==> config.mk <==
export PLATFORM = sky130hd
export DESIGN_NAME = swr_power_meter
export DESIGN_NICKNAME = d
export VERILOG_FILES = /design/src/design/swrpm_pkg.sv /design/src/design/swrpm_divider.sv /design/src/design/swr_power_meter.sv
export SDC_FILE = /design/constraint.sdc
export NUM_CORES = 2
export LEC_CHECK = 0
export ABC_CLOCK_PERIOD_IN_PS = 11600
export BUFFER_PORTS_ARGS = -buffer_cell sky130_fd_sc_hd__buf_4
export CORE_MARGIN = 3
export CORE_UTILIZATION = 55
export CTS_BUF_LIST = sky130_fd_sc_hd__clkbuf_16
export DETAILED_ROUTE_END_ITERATION = 6
export PLACE_DENSITY = 0.79
export SYNTH_ARGS = -nofsm -noshare
export SYNTH_HDL_FRONTEND = slang
export SYNTH_SLANG_ARGS = --single-unit
==> constraint.sdc <==
create_clock -name clock -period 11.6 [get_ports clock]
set_clock_uncertainty 0.05 [all_clocks]
set_input_delay 1.16 -clock clock [delete_from_list [all_inputs] [get_ports clock]]
set_output_delay 1.16 -clock clock [all_outputs]
set_load 0.01 [all_outputs]
==> src/design/swrpm_pkg.sv <==
// Shared types, widths and register indexes for the SWR and RF power meter.
// Used by the top level, the shared restoring divider and the bench.
package swrpm_pkg;

   localparam int REM_W  = 46;
   localparam int QUO_W  = 16;
   localparam int STEP_W = 5;

   localparam logic [2:0] CSR_CORRECTION = 3'd0;
   localparam logic [2:0] CSR_GAIN       = 3'd1;
   localparam logic [2:0] CSR_HIGH_POWER = 3'd2;
   localparam logic [2:0] CSR_POWER_MIN  = 3'd3;
   localparam logic [2:0] CSR_POWER_MAX  = 3'd4;

   typedef struct packed {
      logic              start;
      logic [STEP_W-1:0] steps;
      logic [REM_W-1:0]  num;
      logic [REM_W-1:0]  den_sh;
   } div_cmd_type;

   typedef struct packed {
      logic             done;
      logic [QUO_W-1:0] quotient;
   } div_sts_type;

endpackage

==> src/design/swrpm_divider.sv <==
// Shared restoring divider: one quotient bit per cycle.
// Depends on swrpm_pkg for the command and status structs.
module swrpm_divider
   import swrpm_pkg::*;
(
   input  logic        clock,
   input  logic        reset,
   input  div_cmd_type cmd,
   output div_sts_type sts
);

   logic [REM_W-1:0]  rem_ff;
   logic [REM_W-1:0]  dsh_ff;
   logic [QUO_W-1:0]  quo_ff;
   logic [STEP_W-1:0] cnt_ff;
   logic              busy_ff;
   logic              done_ff;
   logic              fit_in;
   logic [REM_W-1:0]  diff_in;

   assign fit_in  = rem_ff >= dsh_ff;
   assign diff_in = rem_ff - dsh_ff;

   always_ff @(posedge clock) begin
      if (reset) begin
         busy_ff <= 1'b0;
         done_ff <= 1'b0;
         cnt_ff  <= '0;
      end else begin
         done_ff <= !cmd.start && busy_ff && (cnt_ff == STEP_W'(1));
         if (cmd.start) begin
            rem_ff  <= cmd.num;
            dsh_ff  <= cmd.den_sh;
            quo_ff  <= '0;
            cnt_ff  <= cmd.steps;
            busy_ff <= 1'b1;
         end else if (busy_ff) begin
            if (fit_in) begin
               rem_ff <= diff_in;
            end
            quo_ff <= {quo_ff[QUO_W-2:0], fit_in};
            dsh_ff <= {1'b0, dsh_ff[REM_W-1:1]};
            cnt_ff <= cnt_ff - STEP_W'(1);
            if (cnt_ff == STEP_W'(1)) begin
               busy_ff <= 1'b0;
            end
         end
      end
   end

   assign sts.done     = done_ff;
   assign sts.quotient = quo_ff;

endmodule

==> src/design/swr_power_meter.sv <==
// A transfer in carries forward and reverse detector levels; each gives one result transfer
// with SWR x100, rounded power, window peak, overload and in-window flags. Work is done by
// one shared multiplier and one restoring divider that yields one quotient bit per cycle:
// 16 steps for power, 11 for SWR. The SWR division is skipped when reverse is not below
// forward. The input stalls while an item is in work.
// Depends on swrpm_pkg and swrpm_divider.
module swr_power_meter
   import swrpm_pkg::*;
#(
   parameter int PEAK_WINDOW = 100
) (
   input  logic        clock,
   input  logic        reset,
   input  logic        req_valid,
   output logic        req_stall,
   input  logic [11:0] req_forward_level,
   input  logic [11:0] req_reverse_level,
   output logic        rsp_valid,
   input  logic        rsp_stall,
   output logic [9:0]  rsp_swr_times_100,
   output logic [14:0] rsp_power_value,
   output logic [14:0] rsp_peak_power,
   output logic        rsp_overload,
   output logic        rsp_power_in_window,
   input  logic        csr_wr_en,
   input  logic [2:0]  csr_index,
   input  logic [14:0] csr_wdata
);

   localparam int CNT_W = $clog2(PEAK_WINDOW + 1);

   localparam logic [26:0] DEN_HIGH    = 27'd99969800;
   localparam logic [26:0] DEN_LOW     = 27'd9996980;
   localparam logic [9:0]  SWR_INVALID = 10'd999;
   localparam logic [14:0] POWER_SAT   = 15'h7FFF;

   typedef enum logic [3:0] {
      S_IDLE, S_PREP, S_MUL_CK, S_MUL_SQ, S_DIV_P, S_WAIT_P,
      S_MUL_S, S_DIV_S, S_WAIT_S, S_DONE
   } state_type;

   function automatic logic [13:0] diode_offset(input logic [13:0] c);
      logic [13:0] r;
      if (c <= 14'd80)         r = 14'd0;
      else if (c <= 14'd171)   r = c + 14'd244;
      else if (c <= 14'd328)   r = c + 14'd254;
      else if (c <= 14'd582)   r = c + 14'd280;
      else if (c <= 14'd820)   r = c + 14'd297;
      else if (c <= 14'd1100)  r = c + 14'd310;
      else if (c <= 14'd2181)  r = c + 14'd430;
      else if (c <= 14'd3322)  r = c + 14'd484;
      else if (c <= 14'd4623)  r = c + 14'd530;
      else if (c <= 14'd5862)  r = c + 14'd648;
      else if (c <= 14'd7146)  r = c + 14'd743;
      else if (c <= 14'd8502)  r = c + 14'd800;
      else if (c <= 14'd10500) r = c + 14'd840;
      else                     r = c + 14'd860;
      return r;
   endfunction

   state_type        state_ff;
   logic             corr_ff;
   logic [7:0]       gain_ff;
   logic             high_ff;
   logic [14:0]      pmin_ff;
   logic [14:0]      pmax_ff;
   logic [11:0]      fwd_ff;
   logic [11:0]      rev_ff;
   logic [13:0]      c_ff;
   logic [43:0]      prod_ff;
   logic [14:0]      pwr_ff;
   logic [9:0]       swr_ff;
   logic [CNT_W-1:0] win_cnt_ff;
   logic [14:0]      peak_ff;
   logic             rsp_valid_ff;
   logic [9:0]       rsp_swr_ff;
   logic [14:0]      rsp_pwr_ff;
   logic [14:0]      rsp_peak_ff;
   logic             rsp_ovl_ff;
   logic             rsp_win_ff;

   logic [13:0]      c3_in;
   logic [13:0]      c_in;
   logic [21:0]      mul_a;
   logic [21:0]      mul_b;
   logic [43:0]      prod_in;
   logic [12:0]      sum_fr;
   logic [11:0]      diff_fr;
   logic [26:0]      den;
   logic [10:0]      swr_q;
   logic [14:0]      peak_in;
   logic [CNT_W-1:0] win_cnt_in;
   logic             in_win_in;
   div_cmd_type      div_cmd;
   div_sts_type      div_sts;

   assign c3_in   = {2'b00, fwd_ff} + {1'b0, fwd_ff, 1'b0};
   assign c_in    = corr_ff ? diode_offset(c3_in) : c3_in;
   assign sum_fr  = {1'b0, fwd_ff} + {1'b0, rev_ff};
   assign diff_fr = fwd_ff - rev_ff;
   assign den     = high_ff ? DEN_HIGH : DEN_LOW;
   assign swr_q   = div_sts.quotient[10:0];
   assign prod_in = mul_a * mul_b;

   always_comb begin
      case (state_ff)
         S_MUL_CK: begin
            mul_a = {8'd0, c_ff};
            mul_b = {14'd0, gain_ff};
         end
         S_MUL_SQ: begin
            mul_a = prod_ff[21:0];
            mul_b = prod_ff[21:0];
         end
         S_MUL_S: begin
            mul_a = {9'd0, sum_fr};
            mul_b = 22'd100;
         end
         default: begin
            mul_a = '0;
            mul_b = '0;
         end
      endcase
   end

   always_comb begin
      div_cmd.start  = 1'b0;
      div_cmd.steps  = STEP_W'(16);
      div_cmd.num    = {1'b0, prod_ff, 1'b0} + {19'd0, den};
      div_cmd.den_sh = {3'd0, den, 1'b0, 15'd0};
      case (state_ff)
         S_DIV_P: begin
            div_cmd.start = 1'b1;
         end
         S_DIV_S: begin
            div_cmd.start  = 1'b1;
            div_cmd.steps  = STEP_W'(11);
            div_cmd.num    = {26'd0, prod_ff[19:0]};
            div_cmd.den_sh = {24'd0, diff_fr, 10'd0};
         end
         default: begin
            div_cmd.start = 1'b0;
         end
      endcase
   end

   always_comb begin
      if (win_cnt_ff == CNT_W'(PEAK_WINDOW)) begin
         win_cnt_in = '0;
         peak_in    = '0;
      end else begin
         win_cnt_in = win_cnt_ff + CNT_W'(1);
         peak_in    = (pwr_ff > peak_ff) ? pwr_ff : peak_ff;
      end
      in_win_in = (pwr_ff >= pmin_ff) && !((pmax_ff != 15'd0) && (pwr_ff > pmax_ff));
   end

   swrpm_divider u_div (
      .clock (clock),
      .reset (reset),
      .cmd   (div_cmd),
      .sts   (div_sts)
   );

   always_ff @(posedge clock) begin
      if (reset) begin
         state_ff     <= S_IDLE;
         corr_ff      <= 1'b0;
         gain_ff      <= 8'd100;
         high_ff      <= 1'b0;
         pmin_ff      <= '0;
         pmax_ff      <= '0;
         win_cnt_ff   <= '0;
         peak_ff      <= '0;
         rsp_valid_ff <= 1'b0;
      end else begin
         if (csr_wr_en) begin
            case (csr_index)
               CSR_CORRECTION: corr_ff <= csr_wdata[0];
               CSR_GAIN:       gain_ff <= csr_wdata[7:0];
               CSR_HIGH_POWER: high_ff <= csr_wdata[0];
               CSR_POWER_MIN:  pmin_ff <= csr_wdata;
               CSR_POWER_MAX:  pmax_ff <= csr_wdata;
               default: begin
               end
            endcase
         end
         if (rsp_valid_ff && !rsp_stall && (state_ff != S_DONE)) begin
            rsp_valid_ff <= 1'b0;
         end
         case (state_ff)
            S_IDLE: begin
               if (req_valid) begin
                  fwd_ff   <= req_forward_level;
                  rev_ff   <= req_reverse_level;
                  state_ff <= S_PREP;
               end
            end
            S_PREP: begin
               c_ff     <= c_in;
               state_ff <= S_MUL_CK;
            end
            S_MUL_CK: begin
               prod_ff  <= prod_in;
               state_ff <= S_MUL_SQ;
            end
            S_MUL_SQ: begin
               prod_ff  <= prod_in;
               state_ff <= S_DIV_P;
            end
            S_DIV_P: begin
               state_ff <= S_WAIT_P;
            end
            S_WAIT_P: begin
               if (div_sts.done) begin
                  pwr_ff   <= div_sts.quotient[15] ? POWER_SAT : div_sts.quotient[14:0];
                  state_ff <= S_MUL_S;
               end
            end
            S_MUL_S: begin
               prod_ff <= prod_in;
               if (rev_ff >= fwd_ff) begin
                  swr_ff   <= SWR_INVALID;
                  state_ff <= S_DONE;
               end else begin
                  state_ff <= S_DIV_S;
               end
            end
            S_DIV_S: begin
               state_ff <= S_WAIT_S;
            end
            S_WAIT_S: begin
               if (div_sts.done) begin
                  if ((swr_q > 11'd999) || (swr_q < 11'd100)) begin
                     swr_ff <= SWR_INVALID;
                  end else begin
                     swr_ff <= swr_q[9:0];
                  end
                  state_ff <= S_DONE;
               end
            end
            S_DONE: begin
               if (!rsp_valid_ff || !rsp_stall) begin
                  rsp_valid_ff <= 1'b1;
                  rsp_swr_ff   <= swr_ff;
                  rsp_pwr_ff   <= pwr_ff;
                  rsp_peak_ff  <= peak_in;
                  rsp_ovl_ff   <= fwd_ff > 12'd4000;
                  rsp_win_ff   <= in_win_in;
                  win_cnt_ff   <= win_cnt_in;
                  peak_ff      <= peak_in;
                  state_ff     <= S_IDLE;
               end
            end
            default: begin
               state_ff <= S_IDLE;
            end
         endcase
      end
   end

   assign req_stall           = state_ff != S_IDLE;
   assign rsp_valid           = rsp_valid_ff;
   assign rsp_swr_times_100   = rsp_swr_ff;
   assign rsp_power_value     = rsp_pwr_ff;
   assign rsp_peak_power      = rsp_peak_ff;
   assign rsp_overload        = rsp_ovl_ff;
   assign rsp_power_in_window = rsp_win_ff;

endmodule

Word level (Yosys, flattened, before mapping)
Cells that the tools add are included.
{"block": "op_classes", "add_sub_neg": 20, "multipliers": 1, "magnitude_cmp": 21, "eq_ne": 21, "muxes": 46, "bitwise": 1, "n_reduce_logical": 36}
{"operator": "46-bit two-way mux", "count": 5}
{"operator": "14-bit two-way mux", "count": 14}
{"operator": "22-bit one-hot mux with 3 select lines", "count": 2}
{"operator": "97-bit two-way mux", "count": 1}
{"operator": "14-bit by 10-bit adder with 14-bit output (second input constant)", "count": 6}
{"operator": "14-bit by 9-bit adder with 14-bit output (second input constant)", "count": 5}
{"operator": "45-bit by 27-bit adder with 46-bit output", "count": 1}
{"operator": "46-bit >= comparator", "count": 1}
{"operator": "46-bit subtractor", "count": 1}
{"operator": "22-bit by 22-bit multiplier with 44-bit output", "count": 1}
{"operator": "14-bit by 13-bit less-or-equal comparator with 1-bit output (second input constant)", "count": 3}
{"operator": "4-bit one-hot mux with 10 select lines", "count": 1}
{"operator": "15-bit > comparator", "count": 2}
{"operator": "10-bit two-way mux", "count": 3}
{"operator": "15-bit two-way mux", "count": 2}
{"operator": "14-bit by 8-bit adder with 14-bit output (second input constant)", "count": 2}
{"operator": "14-bit by 10-bit less-or-equal comparator with 1-bit output (second input constant)", "count": 2}
{"operator": "14-bit by 12-bit less-or-equal comparator with 1-bit output (second input constant)", "count": 2}
{"operator": "14-bit less-or-equal comparator (second input constant)", "count": 2}
{"operator": "27-bit two-way mux", "count": 1}
{"operator": "4-bit two-way mux", "count": 5}
{"operator": "10-bit one-hot mux with 2 select lines", "count": 1}
{"operator": "2-bit AND reduction", "count": 9}
{"operator": "4-bit by 3-bit equality test with 1-bit output (second input constant)", "count": 4}
{"operator": "other kinds (42)", "count": 70}
{"block": "totals", "register_bits": 331, "inputBits": 47, "out_inout_bits": 44, "wordCells": 172}

Logic depth before layout (Yosys ltp)
{"block": "logic_depth", "depth_word": 16, "depth_mapped": 39}

By module
A second synthesis with hierarchy kept.
{"block": "hier_totals", "hier_cells": 4428, "area_unflattened_um2": 38806.0}
{"mod": "swr_power_meter", "n_inst": 1, "cells_each": 3559, "area_each_um2": 30870.9, "seq_area_each_um2": 5815.6}
{"mod": "swrpm_divider", "n_inst": 1, "cells_each": 869, "area_each_um2": 7935.1, "seq_area_each_um2": 3383.2}

Least setup slack after synthesis
No wires, ideal clock.
{"block": "synth_path", "kind": "register to register", "start": "register fwd_ff[1]", "end": "register prod_ff[42], data pin", "setup_ns": 0.258, "arrival_ns": 8.741, "path_slack_ns": 2.551, "stages_incl_launch_ff": 38, "period_less_slack_ns": 9.049, "path_cell_list": "edfxtp_1 -> inv_1 -> fa_1 -> o21bai_1 -> a21oi_1 -> o21bai_1 -> a21oi_1 -> o21bai_1 -> a21oi_1 -> o21bai_1 -> a21oi_1 -> or2_2 -> a21oi_1 -> nand2_1 -> fa_1 -> inv_1 -> fa_1 -> inv_1 -> [2 not listed] -> fa_1 -> fa_1 -> fa_1 -> inv_1 -> fa_1 -> inv_1 -> ha_1 -> clkbuf_1 -> nand3_1 -> a211oi_1 -> nand2_1 -> a2111oi_0 -> o31ai_1 -> a21oi_1 -> a21oi_1 -> o21ai_0 -> a21oi_1 -> xnor2_1"}
{"block": "synth_via", "elab_chain_cells": 3}
{"element": "start: declaration", "line": "swr_power_meter.sv:67", "source": "logic [11:0] fwd_ff;"}
{"element": "start signal: assignment", "line": "swr_power_meter.sv:194", "source": "fwd_ff <= req_forward_level;"}
{"element": "12-bit by 12-bit adder with 13-bit output", "line": "swr_power_meter.sv:99", "source": "assign sum_fr = {1'b0, fwd_ff} + {1'b0, rev_ff};"}
{"element": "22-bit one-hot mux with 3 select lines", "line": "swr_power_meter.sv:106", "source": "case (state_ff)"}
{"element": "22-bit by 22-bit multiplier with 44-bit output", "line": "swr_power_meter.sv:103", "source": "assign prod_in = mul_a * mul_b;"}
{"element": "via prod_in[42]", "line": "swr_power_meter.sv:86", "source": "logic [43:0] prod_in;"}
{"element": "end signal: assignment", "line": "swr_power_meter.sv:204", "source": "prod_ff <= prod_in;"}
{"element": "end signal: assignment", "line": "swr_power_meter.sv:208", "source": "prod_ff <= prod_in;"}
{"element": "end signal: assignment", "line": "swr_power_meter.sv:221", "source": "prod_ff <= prod_in;"}
{"element": "end: declaration", "line": "swr_power_meter.sv:70", "source": "logic [43:0] prod_ff;"}
The timed path passes the listed nets, and every way through them passes these cells.
A chain may end at the register's enable or synchronous reset.

Final worst setup path
{"block": "layout_path", "start": "register fwd_ff[0]", "end": "register prod_ff[41], data pin"}
The elaborated chain is that of the path after synthesis.

==> results summary <==
The clock latency of the later-clocked register in the worst-skew pair is roughly 0.57 ns. The largest fanout on the critical path is 12. The number of instances in the synthesized netlist is 4216. At the worst endpoint, the arrival time is 10.34 ns. The first global-routing pass estimated 170 mm of wire. The synthesized netlist occupies a cell area of 37600 sq um. The pre-CTS setup slack is roughly 1.7 ns. The number of antenna violations at the first check in global routing is 0. The design area came out at 40500 sq um. The largest total area in the synthesized netlist belongs to sky130_fd_sc_hd__fa_1.

For this block, the via count after detailed routing is 31.1k. In the layout the commonest cells are 654 x sky130_fd_sc_hd__inv_1, 553 x sky130_fd_sc_hd__nand2_1, 391 x sky130_fd_sc_hd__fa_1. The clock sink total came out at 328. The post-CTS setup buffer count came out at 0. Gates resized during post-CTS repair numbered 0.

The global-route congestion overflow total is 0. The number of standard-cell rows in the floorplan is 95. The area of the die came out at 71500 sq um. In this run, CTS created clock tree buffers numbering 39. The power density over the cells is just under 90 nW/um^2. The worst-case IR drop observed on VDD is 0.0000955 V.

The largest individual stage delay along the critical path comes from the cell sky130_fd_sc_hd__o311ai_0. The distinct cell type count of the synthesized netlist came out at between 100 and 150. The per-cell via count in the routed design came out at ~6.1. The routability congestion estimate from global placement is 0.986.

The core area is 67400 sq um. The all-layer global routing usage is 0.302. The worst path required time came out at about 12 ns. The critical path in this run is classified as reg -> reg. The initial cell density of the core came out at 0.558. The stage delay of the slowest cell on the critical path is between 0.5 and 0.6 ns. The number of H-tree branching levels came out at 2. The worst hold path class is reg -> reg. Relative to the synthesized area, the layout overhead comes to 7.68%. In this run, synthesis produced a sequential element count of 328. Setup repair after global routing left no endpoint under its margin. The number of max-capacitance violations reported came out at 0. The buffer type at the clock tree root is sky130_fd_sc_hd__clkbuf_16. Averaged over all synthesized cells, the footprint is 8.91 sq um. In this run the horizontal extent of the chip is 267 microns. The final-report max-slew violation count is 0. The post-place instance area came out at 39200 sq um.

After synthesis, the cell types taking the most area are sky130_fd_sc_hd__fa_1 21%, sky130_fd_sc_hd__edfxtp_1 20%, sky130_fd_sc_hd__ha_1 11%. After clock tree synthesis, the clock-pin slew on the worst setup and hold paths is about 0.06 ns. The time the worst path needs with I/O delays and setup is 10.10 ns. The number of hold violations in the final report was 0. The share of total power in sequential cells came out at 0.371. The post-route worst hold slack came out at between 0.3 and 0.4 ns. Counting flops with a built-in enable in the synthesized netlist gives 254. The first detailed-routing pass took 5 iterations. The nature of the critical path endpoint is a register. Counting flops with an async set or reset pin after synthesis yields a share of 0. The fraction of the cycle the final worst path needs came out at 0.871.

The routed wirelength normalized by instance count is 20.8 microns. The switching share of total power is 0.352. The number of global-route vias before repair is 31.3k. The fmax is 99.0 MHz. The final routed DRC violation total came out at 0.

The internal power is 2.34 mW. Among the stages of the critical path, the cell type that occurs most often is sky130_fd_sc_hd__fa_1. The worst-case headroom to the max-slew limit is 0.195.

The setup TNS came out at 0 ns. The library cell used most frequently in the layout, excluding fill and tap cells, is sky130_fd_sc_hd__inv_1. TritonCTS built the clock tree. Pin placement for this block handled 91 I/O pins. The run finished with clean final reports. STA classifies the critical path startpoint as a register.

The clock tree buffer depth is 3. The hold-fix buffer count after cts is 0. Once detail routing completed, the nets flagged for antenna violations numbered 0. The proportion of layout cells with a drive suffix above 1 is 0.0732. The total leakage power is 18.4 nW. The clock group share of total power is 0.334. Setup violations remaining at the end of the flow were counted as 0. The net switching power figure came out at 1.27 mW. Yosys printed 0 warnings.

The number of I/O port buffers is 90. The net count of the mapped netlist is 4978. The largest net degree at the start of global routing is slightly below 90.

The share of total power dissipated in combinational logic is 0.295. The half-perimeter wire length of the detailed placement result came out at a little over 80 mm. For this run, the post-layout net count is ~5.0k. For this block, the routed nets add up to between 100 and 150 mm of wire.

The portion of the post-synthesis area used by sequential elements is 0.242. For the pin with the worst max-slew slack, the measured transition is 1.20 ns. The share of synthesized area in the top cell type comes to 0.208.

The post-layout worst setup margin came out at 1.50 ns. The die boundary height is 267 microns. The detailed router finished its first iteration with 3098 violations. For this run, the leading register cell type out of synthesis is sky130_fd_sc_hd__edfxtp_1. The number of diodes added for antenna fixing is 0.
[final cells by class]
| class | instances | area, sq um |
|---|---|---|
| multi-input cells | 3052 | 25400 |
| fillers | 5664 | 26900 |
| clock inverters | 31 | 253 |
| clock buffers | 40 | 1000 |
| flip-flops and latches | 328 | 9110 |
| well taps | 873 | 1090 |
| repair buffers | 153 | 1150 |
| inverters | 658 | 2470 |
[registers in the layout (all words and copies together) (netlist names), 15 cells and up]
| register | cells |
|---|---|
| u_div.rem_ff | 46 |
| prod_ff | 44 |
| u_div.dsh_ff | 43 |
| u_div.quo_ff | 16 |
| peak_ff | 15 |
| pmax_ff | 15 |
| pmin_ff | 15 |
| pwr_ff | 15 |
| rsp_peak_power | 15 |
| rsp_power_value | 15 |
[through the flow]
step | utilization | power (mW) | cells
2_1_floorplan | - | 2.07 | 4216
3_3_place_gp | 0.582 | 2.39 | 5064
3_5_place_dp | 0.582 | 2.39 | 5064
4_1_cts | 0.601 | 3.60 | 5135
5_1_grt | 0.601 | 3.77 | 5135
6_report | 0.601 | 3.62 | 5135
[power by group through the flow]
stage / Sequential (mW) / Combinational (mW) / Clock [mW]
final: 1.34 / 1.07 / 1.21
after global routing: 1.35 / 1.15 / 1.27
after CTS: 1.34 / 1.03 / 1.22
after detailed placement: 1.37 / 1.03 / 0
after global placement: 1.37 / 1.02 / 0
after floorplan: 1.35 / 0.728 / 0
[Yosys cell counts, drive strengths merged, types with 9 or more instances]
master / instances
o21ai: 162
a221oi: 14
a21oi: 258
nor4: 20
inv: 652
a31oi: 34
mux2i: 31
a31o: 9
xnor2: 122
fa: 391
nor2b: 40
o21bai: 18
nor3b: 12
nor3: 72
edfxtp: 254
clkbuf: 151
xor2: 48
buf: 27
o21a: 31
a21o: 77
or2: 25
nor2: 253
or3: 16
nand2: 556
nand4: 34
nand3: 62
and3: 71
ha: 324
o31ai: 13
a22o: 20
a22oi: 13
dfxtp: 74
and2: 55
o22ai: 47
o211ai: 28
a211oi: 33
nand2b: 45
[worst paths after layout]
path,from,cells past startpoint,slack [ns],to
worst max-delay path,fwd_ff[0],37,1.50,prod_ff[41]
worst min-delay path,swr_ff[9],0,0.37,rsp_swr_times_100[9]
worst max register to register,fwd_ff[0],37,1.50,prod_ff[41]
worst min register to register,swr_ff[9],0,0.37,rsp_swr_times_100[9]
[metal layers]
metal	track usage	vias to the layer above	routed length (microns)
met2	0.486	1484	48500
met5	0.00878	-	84
met4	0.121	2	4840
met1	0.403	15100	43100
li1	-	14200	-
met3	0.0571	319	10100
[critical path, delay by kind of cell, from the launching register on]
kind	cells	cell delay, ns
adder cells (fa/ha/maj)	10	4.39
XOR/XNOR	1	0.11
AO/OA/AOI/OAI	16	3.67
AND/OR/NAND/NOR	5	0.76
flip-flops	1	0.55
buffers and inverters	5	0.26
[cells by family (layout without fill, tap and decap cells)]
| kind of cell | count (synthesis) | after routing | share of synthesized area |
|---|---|---|---|
| AOI/OAI and AO/OA | 848 | 848 | 0.148 |
| DFF | 328 | 328 | 0.242 |
| xor gates and xnor gates | 170 | 170 | 0.0402 |
| muxes | 33 | 33 | 0.00896 |
| and+or+nand+nor | 1286 | 1286 | 0.160 |
| buffers and inverters | 836 | 882 | 0.0851 |
| adders and majority gates | 715 | 715 | 0.316 |
Note: power is estimated with default switching activity, not from simulation.
